--- config.mk ---
export PLATFORM = sky130hd
export DESIGN_NAME = meter_frame_deframer_top
export DESIGN_NICKNAME = d
export VERILOG_FILES = /design/src/mfd_pkg.sv /design/src/meter_frame_deframer_top.sv
export SDC_FILE = /design/constraint.sdc
export NUM_CORES = 1
export LEC_CHECK = 0
export BUFFER_PORTS_ARGS = -buffer_cell sky130_fd_sc_hd__buf_2
export CORE_UTILIZATION = 50
export CTS_BUF_LIST = sky130_fd_sc_hd__clkbuf_8
export CTS_CLUSTER_SIZE = 20
export DETAILED_ROUTE_END_ITERATION = 7
export PLACE_DENSITY = 0.73
export SYNTH_ARGS = -nofsm -noshare
export SYNTH_HDL_FRONTEND = slang
export SYNTH_SLANG_ARGS = --single-unit
--- constraint.sdc ---
create_clock -name clk -period 3.13 [get_ports clk]
set_input_delay 0.626 -clock clk [delete_from_list [all_inputs] [get_ports clk]]
set_output_delay 0.626 -clock clk [all_outputs]
set_load 0.05 [all_outputs]
--- src/mfd_pkg.sv ---
// ----------------------------------------------------------------------------
// Meter frame deframer package
// Frame markers, result kinds, status codes and phase codes.
// ----------------------------------------------------------------------------
package mfd_pkg;

  typedef logic [3:0] phase_t;
  typedef logic [2:0] kind_t;
  typedef logic [2:0] status_t;

  localparam logic [7:0] START_MARK = 8'h68;
  localparam logic [7:0] END_MARK   = 8'h16;
  localparam logic [7:0] PRE_MARK   = 8'hFE;
  localparam logic [7:0] DATA_BIAS  = 8'h33;
  localparam logic [2:0] ADDR_FIELD_LEN = 3'd6;
  localparam logic [15:0] COUNT_MAX = 16'hFFFF;

  localparam kind_t KIND_ADDR   = 3'd0;
  localparam kind_t KIND_CTRL   = 3'd1;
  localparam kind_t KIND_LEN    = 3'd2;
  localparam kind_t KIND_DATA   = 3'd3;
  localparam kind_t KIND_STATUS = 3'd4;

  localparam status_t ST_OK        = 3'd0;
  localparam status_t ST_BAD_START = 3'd1;
  localparam status_t ST_BAD_START2 = 3'd2;
  localparam status_t ST_CHECKSUM  = 3'd3;
  localparam status_t ST_BAD_END   = 3'd4;
  localparam status_t ST_TRUNCATED = 3'd5;

  localparam phase_t PH_HUNT   = 4'd0;
  localparam phase_t PH_ADDR   = 4'd1;
  localparam phase_t PH_START2 = 4'd2;
  localparam phase_t PH_CTRL   = 4'd3;
  localparam phase_t PH_LEN    = 4'd4;
  localparam phase_t PH_DATA   = 4'd5;
  localparam phase_t PH_CSUM   = 4'd6;
  localparam phase_t PH_END    = 4'd7;
  localparam phase_t PH_IGNORE = 4'd8;

endpackage

--- src/meter_frame_deframer_top.sv ---
// ----------------------------------------------------------------------------
// Meter frame deframer
// Decodes a meter frame from a byte stream, emitting fields and one status.
// ----------------------------------------------------------------------------
// Channel   Direction  Request contents
// in_*      slave      one received byte, tlast marks the buffer end
// out_*     master     one frame field or the frame status
//
// Each byte passes through the phase decoder into the output register,
// so a byte can be taken in every cycle while out_tready is high.
// Reset is synchronous and active low and returns the decoder to preamble
// hunting. A stalled output request holds in_tready low until it is taken.
// ----------------------------------------------------------------------------
module meter_frame_deframer_top
  import mfd_pkg::*;
(
  input  logic        clk,
  input  logic        rst_n,
  input  logic        in_tvalid,
  output logic        in_tready,
  input  logic [7:0]  in_tdata,   // [7:0] rx_byte
  input  logic        in_tlast,   // buffer_end
  output logic        out_tvalid,
  input  logic        out_tready,
  output logic [31:0] out_tdata,  // [7:0] item_value, [10:8] status_code,
                                  // [26:11] bytes_consumed, [31:27] zero
  output logic [2:0]  out_tuser,  // [2:0] item_kind
  output logic        out_tlast   // frame_last
);

  phase_t      phase_r, phase_nxt;
  logic [2:0]  addr_idx_r, addr_idx_nxt;
  logic [7:0]  data_rem_r, data_rem_nxt;
  logic [7:0]  sum_r, sum_nxt;
  logic [15:0] count_r, count_nxt;
  logic [15:0] count_inc;

  logic        out_valid_r;
  kind_t       kind_r, kind_nxt;
  logic [7:0]  value_r, value_nxt;
  status_t     code_r, code_nxt;
  logic [15:0] cons_r;
  logic        last_r;

  logic        emit;
  logic        do_status;
  logic        accept;
  logic [7:0]  rx;
  logic        buf_end;

  assign rx        = in_tdata;
  assign buf_end   = in_tlast;
  assign in_tready = !out_valid_r || out_tready;
  assign accept    = in_tvalid && in_tready;
  assign count_inc = (count_r == COUNT_MAX) ? count_r : count_r + 16'd1;

  always_comb begin
    phase_nxt    = phase_r;
    addr_idx_nxt = addr_idx_r;
    data_rem_nxt = data_rem_r;
    sum_nxt      = sum_r;
    count_nxt    = count_r;
    emit         = 1'b0;
    do_status    = 1'b0;
    kind_nxt     = KIND_ADDR;
    value_nxt    = 8'd0;
    code_nxt     = ST_OK;
    if (phase_r >= PH_IGNORE) begin
      if (buf_end) begin
        phase_nxt    = PH_HUNT;
        addr_idx_nxt = 3'd0;
        data_rem_nxt = 8'd0;
        sum_nxt      = 8'd0;
        count_nxt    = 16'd0;
      end
    end else begin
      count_nxt = count_inc;
      if (buf_end && phase_r != PH_END) begin
        do_status = 1'b1;
        code_nxt  = ST_TRUNCATED;
      end else begin
        unique case (phase_r)
          PH_HUNT: begin
            if (rx != PRE_MARK) begin
              if (rx != START_MARK) begin
                do_status = 1'b1;
                code_nxt  = ST_BAD_START;
              end else begin
                sum_nxt      = rx;
                addr_idx_nxt = 3'd0;
                phase_nxt    = PH_ADDR;
              end
            end
          end
          PH_ADDR: begin
            sum_nxt      = sum_r + rx;
            addr_idx_nxt = addr_idx_r + 3'd1;
            if (addr_idx_nxt >= ADDR_FIELD_LEN) begin
              phase_nxt = PH_START2;
            end
            emit      = 1'b1;
            kind_nxt  = KIND_ADDR;
            value_nxt = rx;
          end
          PH_START2: begin
            if (rx != START_MARK) begin
              do_status = 1'b1;
              code_nxt  = ST_BAD_START2;
            end else begin
              sum_nxt   = sum_r + rx;
              phase_nxt = PH_CTRL;
            end
          end
          PH_CTRL: begin
            sum_nxt   = sum_r + rx;
            phase_nxt = PH_LEN;
            emit      = 1'b1;
            kind_nxt  = KIND_CTRL;
            value_nxt = rx;
          end
          PH_LEN: begin
            sum_nxt      = sum_r + rx;
            data_rem_nxt = rx;
            phase_nxt    = (rx != 8'd0) ? PH_DATA : PH_CSUM;
            emit         = 1'b1;
            kind_nxt     = KIND_LEN;
            value_nxt    = rx;
          end
          PH_DATA: begin
            sum_nxt      = sum_r + rx;
            data_rem_nxt = data_rem_r - 8'd1;
            if (data_rem_nxt == 8'd0) begin
              phase_nxt = PH_CSUM;
            end
            emit      = 1'b1;
            kind_nxt  = KIND_DATA;
            value_nxt = rx - DATA_BIAS;
          end
          PH_CSUM: begin
            if (rx != sum_r) begin
              do_status = 1'b1;
              code_nxt  = ST_CHECKSUM;
            end else begin
              phase_nxt = PH_END;
            end
          end
          PH_END: begin
            do_status = 1'b1;
            code_nxt  = (rx == END_MARK) ? ST_OK : ST_BAD_END;
          end
          default: begin
          end
        endcase
      end
      if (do_status) begin
        emit      = 1'b1;
        kind_nxt  = KIND_STATUS;
        value_nxt = 8'd0;
        if (buf_end) begin
          phase_nxt    = PH_HUNT;
          addr_idx_nxt = 3'd0;
          data_rem_nxt = 8'd0;
          sum_nxt      = 8'd0;
          count_nxt    = 16'd0;
        end else begin
          phase_nxt = PH_IGNORE;
        end
      end
    end
  end

  always_ff @(posedge clk) begin
    if (!rst_n) begin
      phase_r     <= PH_HUNT;
      addr_idx_r  <= 3'd0;
      data_rem_r  <= 8'd0;
      sum_r       <= 8'd0;
      count_r     <= 16'd0;
      out_valid_r <= 1'b0;
    end else begin
      if (accept) begin
        phase_r     <= phase_nxt;
        addr_idx_r  <= addr_idx_nxt;
        data_rem_r  <= data_rem_nxt;
        sum_r       <= sum_nxt;
        count_r     <= count_nxt;
        out_valid_r <= emit;
      end else if (out_tready) begin
        out_valid_r <= 1'b0;
      end
    end
  end

  always_ff @(posedge clk) begin
    if (accept && emit) begin
      kind_r  <= kind_nxt;
      value_r <= value_nxt;
      code_r  <= code_nxt;
      cons_r  <= do_status ? count_inc : 16'd0;
      last_r  <= do_status;
    end
  end

  assign out_tvalid = out_valid_r;
  assign out_tdata  = {5'd0, cons_r, code_r, value_r};
  assign out_tuser  = kind_r;
  assign out_tlast  = last_r;

endmodule

==> results of run 1 <==
-- power breakdown --
group,switching [µW],internal (µW)
Clock,377,542
Sequential,12.1,1000
Combinational,271,90.5
Total,660,1640
-- synth_stat cells (3+ instances only) --
cell,number
nand4_1,8
nor2_1,64
clkbuf_1,23
a21oi_1,44
edfxtp_1,31
a32oi_1,3
o21ai_0,28
nor2b_1,4
or4_1,4
o21ai_1,4
o31ai_1,3
xnor2_1,11
inv_1,13
nor3b_1,3
ha_1,15
nand3_1,19
and3_1,10
a22oi_1,5
buf_2,6
nand2b_1,8
and2_1,4
nand2_1,42
buf_4,5
a211oi_1,7
xor2_1,13
a21o_1,8
nor3_1,14
or3_1,5
dfxtp_1,40
o2bb2ai_1,4
a31oi_1,12
-- placed cells by master (no fill, tap or decap), types with 9 or more instances in the layout --
master / n
o21ai_0: 28
xor2_1: 13
nor3_1: 14
inv_1: 13
dfxtp_1: 40
a21oi_1: 44
clkbuf_8: 9
a31oi_1: 12
and3_1: 10
ha_1: 15
xnor2_1: 11
buf_2: 45
nor2_1: 63
nand3_1: 19
nand2_1: 42
edfxtp_1: 31
buf_4: 18
-- critical path, stage by stage --
cell	delay, ns
buf_2	0.15
ha_1	0.32
or4_1	0.52
o311a_1	0.42
nor2_4	0.12
nand3_1	0.14
o21bai_1	0.25
nor2_2	0.09
buf_12	0.17
-- kinds of logic (layout without fill, tap and decap cells) --
kind of cell / after synthesis / count (layout) / synth area share
xor+xnor: 24 / 24 / 0.04847
mux: 2 / 2 / 0.004905
buf+inv: 48 / 93 / 0.04761
simple gates: 206 / 206 / 0.2403
flops: 71 / 71 / 0.3993
compound gates: 142 / 142 / 0.2106
fa+ha+maj: 16 / 16 / 0.04789
other cells: 1 / 5 / 0.0008647
-- metal layers --
| metal | up-vias | GRT usage |
|---|---|---|
| li1 | 1953 | - |
| met1 | 1877 | 0.3480 |
| met2 | 158 | 0.3964 |
| met3 | 24 | 0.03429 |
| met4 | 0 | 0.08838 |
| met5 | - | 0 |
-- sequential cells by signal, indices dropped and copies added (netlist names), 3 cells and up --
name	cells
value_r	8
addr_idx_r	3
phase_r	4
data_rem_r	8
sum_r	8
count_r	16
out_tuser	3
code_r	3
cons_r	16
-- layout make-up --
type / instances / area (µm²) / area share
Tap cell: 105 / 131.4 / 0.02649
Inverter: 13 / 48.80 / 0.009839
Timing Repair Buffer: 64 / 380.4 / 0.07669
Multi-Input combinational cell: 395 / 2416 / 0.4871
Sequential cell: 71 / 1732 / 0.3491
Clock buffer: 9 / 123.9 / 0.02497
Clock inverter: 7 / 127.6 / 0.02573
-- stage by stage --
step                instances  cell area [µm²]
global placement          648             4708
detailed placement        648             4708
finish                    664             4960
global route              664             4960
CTS                       664             4960
floorplan                 514             4354
-- worst min-delay path by stage --
stage	start	to	slack (ns)	cells past startpoint
after detailed placement	sum_r[0]	sum_r[0]	0.49	2
after global routing	count_r[12]	count_r[12]	0.53	1
after global placement	sum_r[0]	sum_r[0]	0.48	2
after CTS	sum_r[0]	sum_r[0]	0.51	2
final	sum_r[0]	sum_r[0]	0.50	2
after floorplan	sum_r[0]	sum_r[0]	0.45	2
==> qor.yml, run 1 <==
synthesis:
  synth_area_leaders: "edfxtp_1 (21%), dfxtp_1 (18%), nor2_1 (5.5%)"
  ys_ff_latch: 71
  synth_top_area_frac: 0.2147
  async_flop_share: 0
  synth.cell_area_mm2: 0.004337
  ys.flop_type: "dfxtp_1"
  syn_inst: 510
  syn_avg_cell_area_um2: 8.503
  ys.warnings.count: 0
  synth_edf_count: 31
  yosysSeqAreaShare: 0.3993
  synth_top_cell_by_area: "edfxtp_1"
  yosysUniqueCellTypes: 70
cts:
  cts_tree: "yes"
  cts_root_buf: "clkbuf_8"
  ctsLongestPathBuffers: 2
  cts_made_buffers: 9
  path_clk_slew_ns: 0.08
  clk_latency_ns: 0.35
  clkSinkCount: 71
  cts_htree_levels: 3
  cts_resized: 0
  post_cts_buffers: 0
  ctsHoldBuffers: 0
critical_path:
  arrival_ns: 2.81
  crit_end: "out_tuser[0]"
  worstPathRequired_ns: 3.24
  criticalPathCategory: "input port to flip-flop"
  worstReg2RegEnd: "out_tuser[0]"
  crit_start: "in_tdata[5]"
  regToRegStartpoint: "sum_r[1]"
  cp_max_fo: 24
  crit_path_start_kind: "input port"
  rr_worst_depth: 8
  worstSetupEndpointType: "flip-flop"
  rrSetupSlack_ns: 0.50
floorplanning:
  die_area_mm2: 0.009050
  start_util: 0.5225
  rows: 33
  pin_count: 51
  die_x_um: 95.13
  die_h_um: 95.13
  coreArea_mm2: 0.008299
detailed_routing:
  dr_wl_met2_um: 4846
  vias: 4012
  drt-total-wl_um: 10640
  wl_per_cell_um: 16.03
  drt_iter0_drc: 348
  drc: 0
  met3_length_um: 608
  viasPerCell: 6.042
  dr.pass1.iters: 5
  m1WireLength_um: 4929
  top_layer: "met4"
  antenna_left: 0
power_and_ir_drop:
  total_power_uw: 2296
  ir_worst_vdd_mv: 0.2220
  power_density_mw_per_mm2: 462.9
  p_leak_uw: 0.001935
timing:
  skew_ns: 0.01362
  report.final.hold_viol_count: 0
  worstMarginPinSlew_ns: 0.6787
  slew_headroom: 0.5358
  final.setup.worst_slack_ns: 0.4248
  period_share: 0.8643
  maxSlewViolCount: 0
  setup_viol: 0
  fin_tns_setup_ns: 0
  hold_ws_ns: 0.5034
  rsz0062_at_grt: "false"
  clock.fmax_mhz: 369.7
  finalCriticalPeriod_ns: 2.705
layout:
  drive_above_1_share: 0.1699
  final_util: 0.5976
  nets: 583
  antenna_cells: 0
  area_growth_pct: 14.37
  n_fill_cell: 700
min_path:
  hold_path.class: "flip-flop to flip-flop"
global_route:
  track_usage: 0.2503
  grt_max_degree: 25
  overflow: 0
  antenna_found_initial: 0
  grt_pass1_wl_um: 17620
  grt_pass1_vias: 3620
place:
  dpl_worst_slack_ns: 0.08585
  hpwl_um: 7902
  place_congestion: 0.8948
  portBuffers: 45
run:
  drv_cap: 0
outcome:
  outcome: "finished clean"
Note: power is estimated with default switching activity, not from simulation.
==> run 2, diff against run 1 <==
CELL_PAD_IN_SITES_DETAIL_PLACEMENT = 1   (was default)
CELL_PAD_IN_SITES_GLOBAL_PLACEMENT = 1   (was default)
CORE_UTILIZATION = 46   (was 50)
PLACE_DENSITY = default   (was 0.73)
PLACE_DENSITY_LB_ADDON = 0.1   (was default)
clock period = 3.1 ns   (was 3.13 ns; I/O delays follow)
==> qor.yml, run 2 (synthesis gave the netlist of run 1 again) <==
layout:
  nets: 587
  mostFrequentLayoutCells: "nor2_1 (63), buf_2 (45), a21oi_1 (44), nand2_1 (42), dfxtp_1 (40)"
  largestRegisters: "cons_r (16), count_r (16)"
  final_util: 0.5356
  antenna_cells: 0
  stdcell_count: 674
  drive_above_1_share: 0.1741
  area_growth_pct: 13.59
  n_fill_cell: 1138
  layout.cells.most_common: "nor2_1"
run:
  drv_cap: 0
timing:
  fin_tns_setup_ns: 0
  report.final.hold_viol_count: 0
  skew_ns: 0.01044
  setup_viol: 0
  rsz0062_at_grt: "false"
  clock.fmax_mhz: 370.7
  finalCriticalPeriod_ns: 2.698
  maxSlewViolCount: 0
  hold_ws_ns: 0.5059
  worstMarginPinSlew_ns: 0.7414
  period_share: 0.8702
  slew_headroom: 0.5019
critical_path:
  cp_max_fo: 7
  worstSetupEndpointType: "flip-flop"
  cp_cell_sequence: "buf_2, ha_1, or4_1, o311a_1, nor2_4, nand3_1, o21bai_1, nor2_2, buf_4"
  slowest_delay_ns: 0.54
  worstReg2RegEnd: "cons_r[14]"
  crit_slowest_cell: "or4_1"
  rrSetupSlack_ns: 0.42
  crit_start: "in_tdata[1]"
  worstPathRequired_ns: 3.22
  crit_path_start_kind: "input port"
  rr_worst_depth: 8
  regToRegStartpoint: "sum_r[1]"
  criticalPathCategory: "input port to flip-flop"
  crit_end: "cons_r[14]"
  arrival_ns: 2.82
global_route:
  overflow: 0
  grt_pass1_wl_um: 20730
  track_usage: 0.2730
  grt_max_degree: 25
  antenna_found_initial: 0
  grt_pass1_vias: 4058
detailed_routing:
  antenna_left: 0
  vias: 4028
  viasPerCell: 5.976
  drt-total-wl_um: 12710
  drt_iter0_drc: 202
  wl_per_cell_um: 18.86
  drc: 0
  dr.pass1.iters: 5
place:
  dp.cells: 658
  hpwl_um: 9377
  place_congestion: 0.8964
  portBuffers: 45
min_path:
  hold_path.class: "flip-flop to flip-flop"
  whs_path_depth: 2
cts:
  ctsLongestPathBuffers: 2
  clkSinkCount: 71
  path_clk_slew_ns: 0.08
  cts_root_buf: "clkbuf_8"
  cts_tree: "yes"
  cts_htree_levels: 3
  cts_resized: 0
  cts_made_buffers: 9
  post_cts_buffers: 0
  ctsHoldBuffers: 0
  clk_latency_ns: 0.36
power_and_ir_drop:
  power_density_mw_per_mm2: 427.1
  p_leak_uw: 0.001918
  ir_worst_vdd_mv: 0.2277
floorplanning:
  die_h_um: 99.10
  die_area_mm2: 0.009820
  start_util: 0.4716
  pin_count: 51
  die_x_um: 99.10
  coreArea_mm2: 0.009196
  rows: 35
outcome:
  outcome: "finished clean"
==> run 2: changes by cell type in the layout (fill, tap and decap cells not counted), sizes merged <==
cell,change
clkbuf,+1
buf,+4
clkinvlp,+1
bufinv,-3
clkinv,+2
inv,-1
==> run 2: per-stage QoR <==
step,instance area (µm²),power [µW],worst slack (ns)
6_report,4926,2104,0.4024
5_1_grt,4926,2183,0.2957
4_1_cts,4926,2111,0.4175
3_5_place_dp,4746,1425,0.05272
3_3_place_gp,4746,1414,0.1188
2_1_floorplan,4354,1311,0.2311
==> run 2: final cells by class <==
class                   count  area [µm²]  share of cell area
repair buffers             68       410.4             0.08331
clock buffers              10       137.6             0.02794
multi-input cells         395        2416              0.4905
flip-flops and latches     71        1732              0.3515
clock inverters             6       42.54            0.008636
well taps                 111       138.9             0.02819
inverters                  13       48.80            0.009906
==> run 2: how the worst min path moves through the flow <==
stage / slack, ns / startpoint / to
after floorplan: 0.45 / sum_r[0] / sum_r[0]
after global placement: 0.47 / sum_r[0] / sum_r[0]
after detailed placement: 0.50 / count_r[6] / count_r[6]
after CTS: 0.51 / sum_r[4] / sum_r[4]
after global routing: 0.54 / sum_r[4] / sum_r[4]
final: 0.51 / sum_r[4] / sum_r[4]
==> run 2: where the power goes <==
part           switching [µW]  internal (µW)  total [µW]
Sequential               12.9           1010        1030
Clock                     383            315         698
Combinational             284           94.7         379
==> run 2: worst max-delay path: cells and delay by family <==
family,cells,cell delay [ns]
compound gates,2,0.70
fa+ha+maj,1,0.30
buf+inv,2,0.30
simple gates,4,0.89
==> run 2: metal layers <==
metal,global-route usage,routed length (µm),vias to the layer above
met5,0,0,-
met4,0.07692,146,0
met3,0.04357,489,19
met2,0.4540,5946,86
met1,0.3699,6127,1976
li1,-,-,1947
==> run 3, diff against run 2 <==
CORE_UTILIZATION = 44   (was 46)
CTS_BUF_LIST = default   (was sky130_fd_sc_hd__clkbuf_8)
==> qor.yml, run 3 (synthesis gave the netlist of run 1 again) <==
global_route:
  grt_max_degree: 24
  grt_pass1_wl_um: 20550
  track_usage: 0.2623
  antenna_found_initial: 0
  overflow: 0
  grt_pass1_vias: 3997
timing:
  maxSlewViolCount: 0
  slew_headroom: 0.5429
  skew_ns: 0.01274
  report.final.hold_viol_count: 0
  fin_tns_setup_ns: 0
  rsz0062_at_grt: "false"
  worstMarginPinSlew_ns: 0.6803
  period_share: 0.8913
  final.setup.worst_slack_ns: 0.3370
  clock.fmax_mhz: 361.9
  finalCriticalPeriod_ns: 2.763
  setup_viol: 0
detailed_routing:
  viasPerCell: 5.853
  antenna_left: 0
  drt_iter0_drc: 189
  drt-total-wl_um: 12740
  wl_per_cell_um: 18.35
  vias: 4062
  drc: 0
  dr.pass1.iters: 4
min_path:
  hold_path.class: "flip-flop to flip-flop"
  min_from: "count_r[12]"
critical_path:
  arrival_ns: 2.87
  worstSetupEndpointType: "flip-flop"
  criticalPathCategory: "flip-flop to flip-flop"
  crit_start: "sum_r[5]"
  crit_slowest_cell: "or4_1"
  cp_max_fo: 8
  slowest_delay_ns: 0.55
  worstPathRequired_ns: 3.21
  cp_cell_sequence: "ha_1, or4_1, o311a_1, nor2_4, nand3_1, o21bai_1, nor2_2, buf_4"
  crit_path_start_kind: "flip-flop"
  regToRegStartpoint: "sum_r[5]"
cts:
  ctsLongestPathBuffers: 2
  clk_latency_ns: 0.36
  cts_htree_levels: 3
  cts_root_buf: "clkbuf_8"
  ctsHoldBuffers: 0
  clkSinkCount: 71
  cts_made_buffers: 9
  path_clk_slew_ns: 0.09
  cts_resized: 0
  post_cts_buffers: 0
  cts_tree: "yes"
layout:
  nets: 589
  multiInputGateArea_mm2: 0.002416
  n_fill_cell: 1155
  drive_above_1_share: 0.1788
  largestRegisters: "cons_r (16), count_r (16)"
  antenna_cells: 0
  area_growth_pct: 14.86
  mostFrequentLayoutCells: "nor2_1 (63), buf_2 (45), a21oi_1 (44), nand2_1 (42), dfxtp_1 (40)"
  seqCellArea_mm2: 0.001732
  layout.cells.most_common: "nor2_1"
floorplanning:
  die_area_mm2: 0.01026
  pin_count: 51
  start_util: 0.4628
  coreArea_mm2: 0.009371
  die_x_um: 101.3
  rows: 35
  die_h_um: 101.3
power_and_ir_drop:
  p_leak_uw: 0.001931
  ir_worst_vdd_mv: 0.1845
  power_density_mw_per_mm2: 426.3
run:
  drv_cap: 0
outcome:
  outcome: "finished clean"
place:
  dpl_worst_slack_ns: 0.04122
  hpwl_um: 9603
  place_congestion: 0.8650
  portBuffers: 45
==> run 3: cell count changes in the layout (fill, tap and decap cells not counted), sizes merged <==
| cell | previous run | this run |
|---|---|---|
| buf | 68 | 70 |
| clkbuf | 10 | 9 |
| clkinv | 3 | 1 |
| clkinvlp | 1 | 2 |
| inv | 15 | 17 |
==> run 3: worst max-delay path: cells and delay by family (launching register included) <==
| family | cells | cell delay, ns |
|---|---|---|
| AND/OR/NAND/NOR | 4 | 0.91 |
| AO/OA/AOI/OAI | 2 | 0.68 |
| flip-flops | 1 | 0.44 |
| adder cells (fa/ha/maj) | 1 | 0.29 |
| buffers and inverters | 1 | 0.18 |
==> run 3: through the flow <==
step / util / instance area, µm² / hold WS, ns / std cells / power (µW)
after floorplan: - / 4354 / 0.4482 / 514 / 1311
after global placement: 0.5117 / 4796 / 0.4613 / 678 / 1419
after detailed placement: 0.5117 / 4796 / 0.5139 / 678 / 1427
after CTS: 0.5315 / 4981 / 0.5268 / 694 / 2142
after global routing: 0.5315 / 4981 / 0.5522 / 694 / 2207
final: 0.5315 / 4981 / 0.5158 / 694 / 2123
==> run 3: path summary, 6_finish.rpt <==
path	end	slack [ns]	depth (start not counted)
max	code_r[1]	0.34	8
min	count_r[12]	0.52	1
max reg2reg	code_r[1]	0.34	8
min reg2reg	count_r[12]	0.52	1
==> run 3: layer usage <==
metal	GRT usage	share of wire	up-vias
met3	0.05107	0.047	11
met2	0.4134	0.45	91
met4	0.07581	0.011	0
met5	0	0	-
li1	-	-	1960
met1	0.3656	0.49	2000
==> run 3: layout make-up <==
| class | instances | share of cell area |
|---|---|---|
| clock buffers | 9 | 0.02487 |
| clock inverters | 7 | 0.01231 |
| inverters | 13 | 0.009797 |
| multi-input cells | 395 | 0.4851 |
| flip-flops and latches | 71 | 0.3477 |
| well taps | 129 | 0.03240 |
| repair buffers | 70 | 0.08792 |
==> run 3: power by group <==
group          switching [µW]  internal (µW)  total (µW)
clock                     409            306         715
sequential               13.0           1010        1030
combinational             285           97.0         382
total                     707           1420        2120
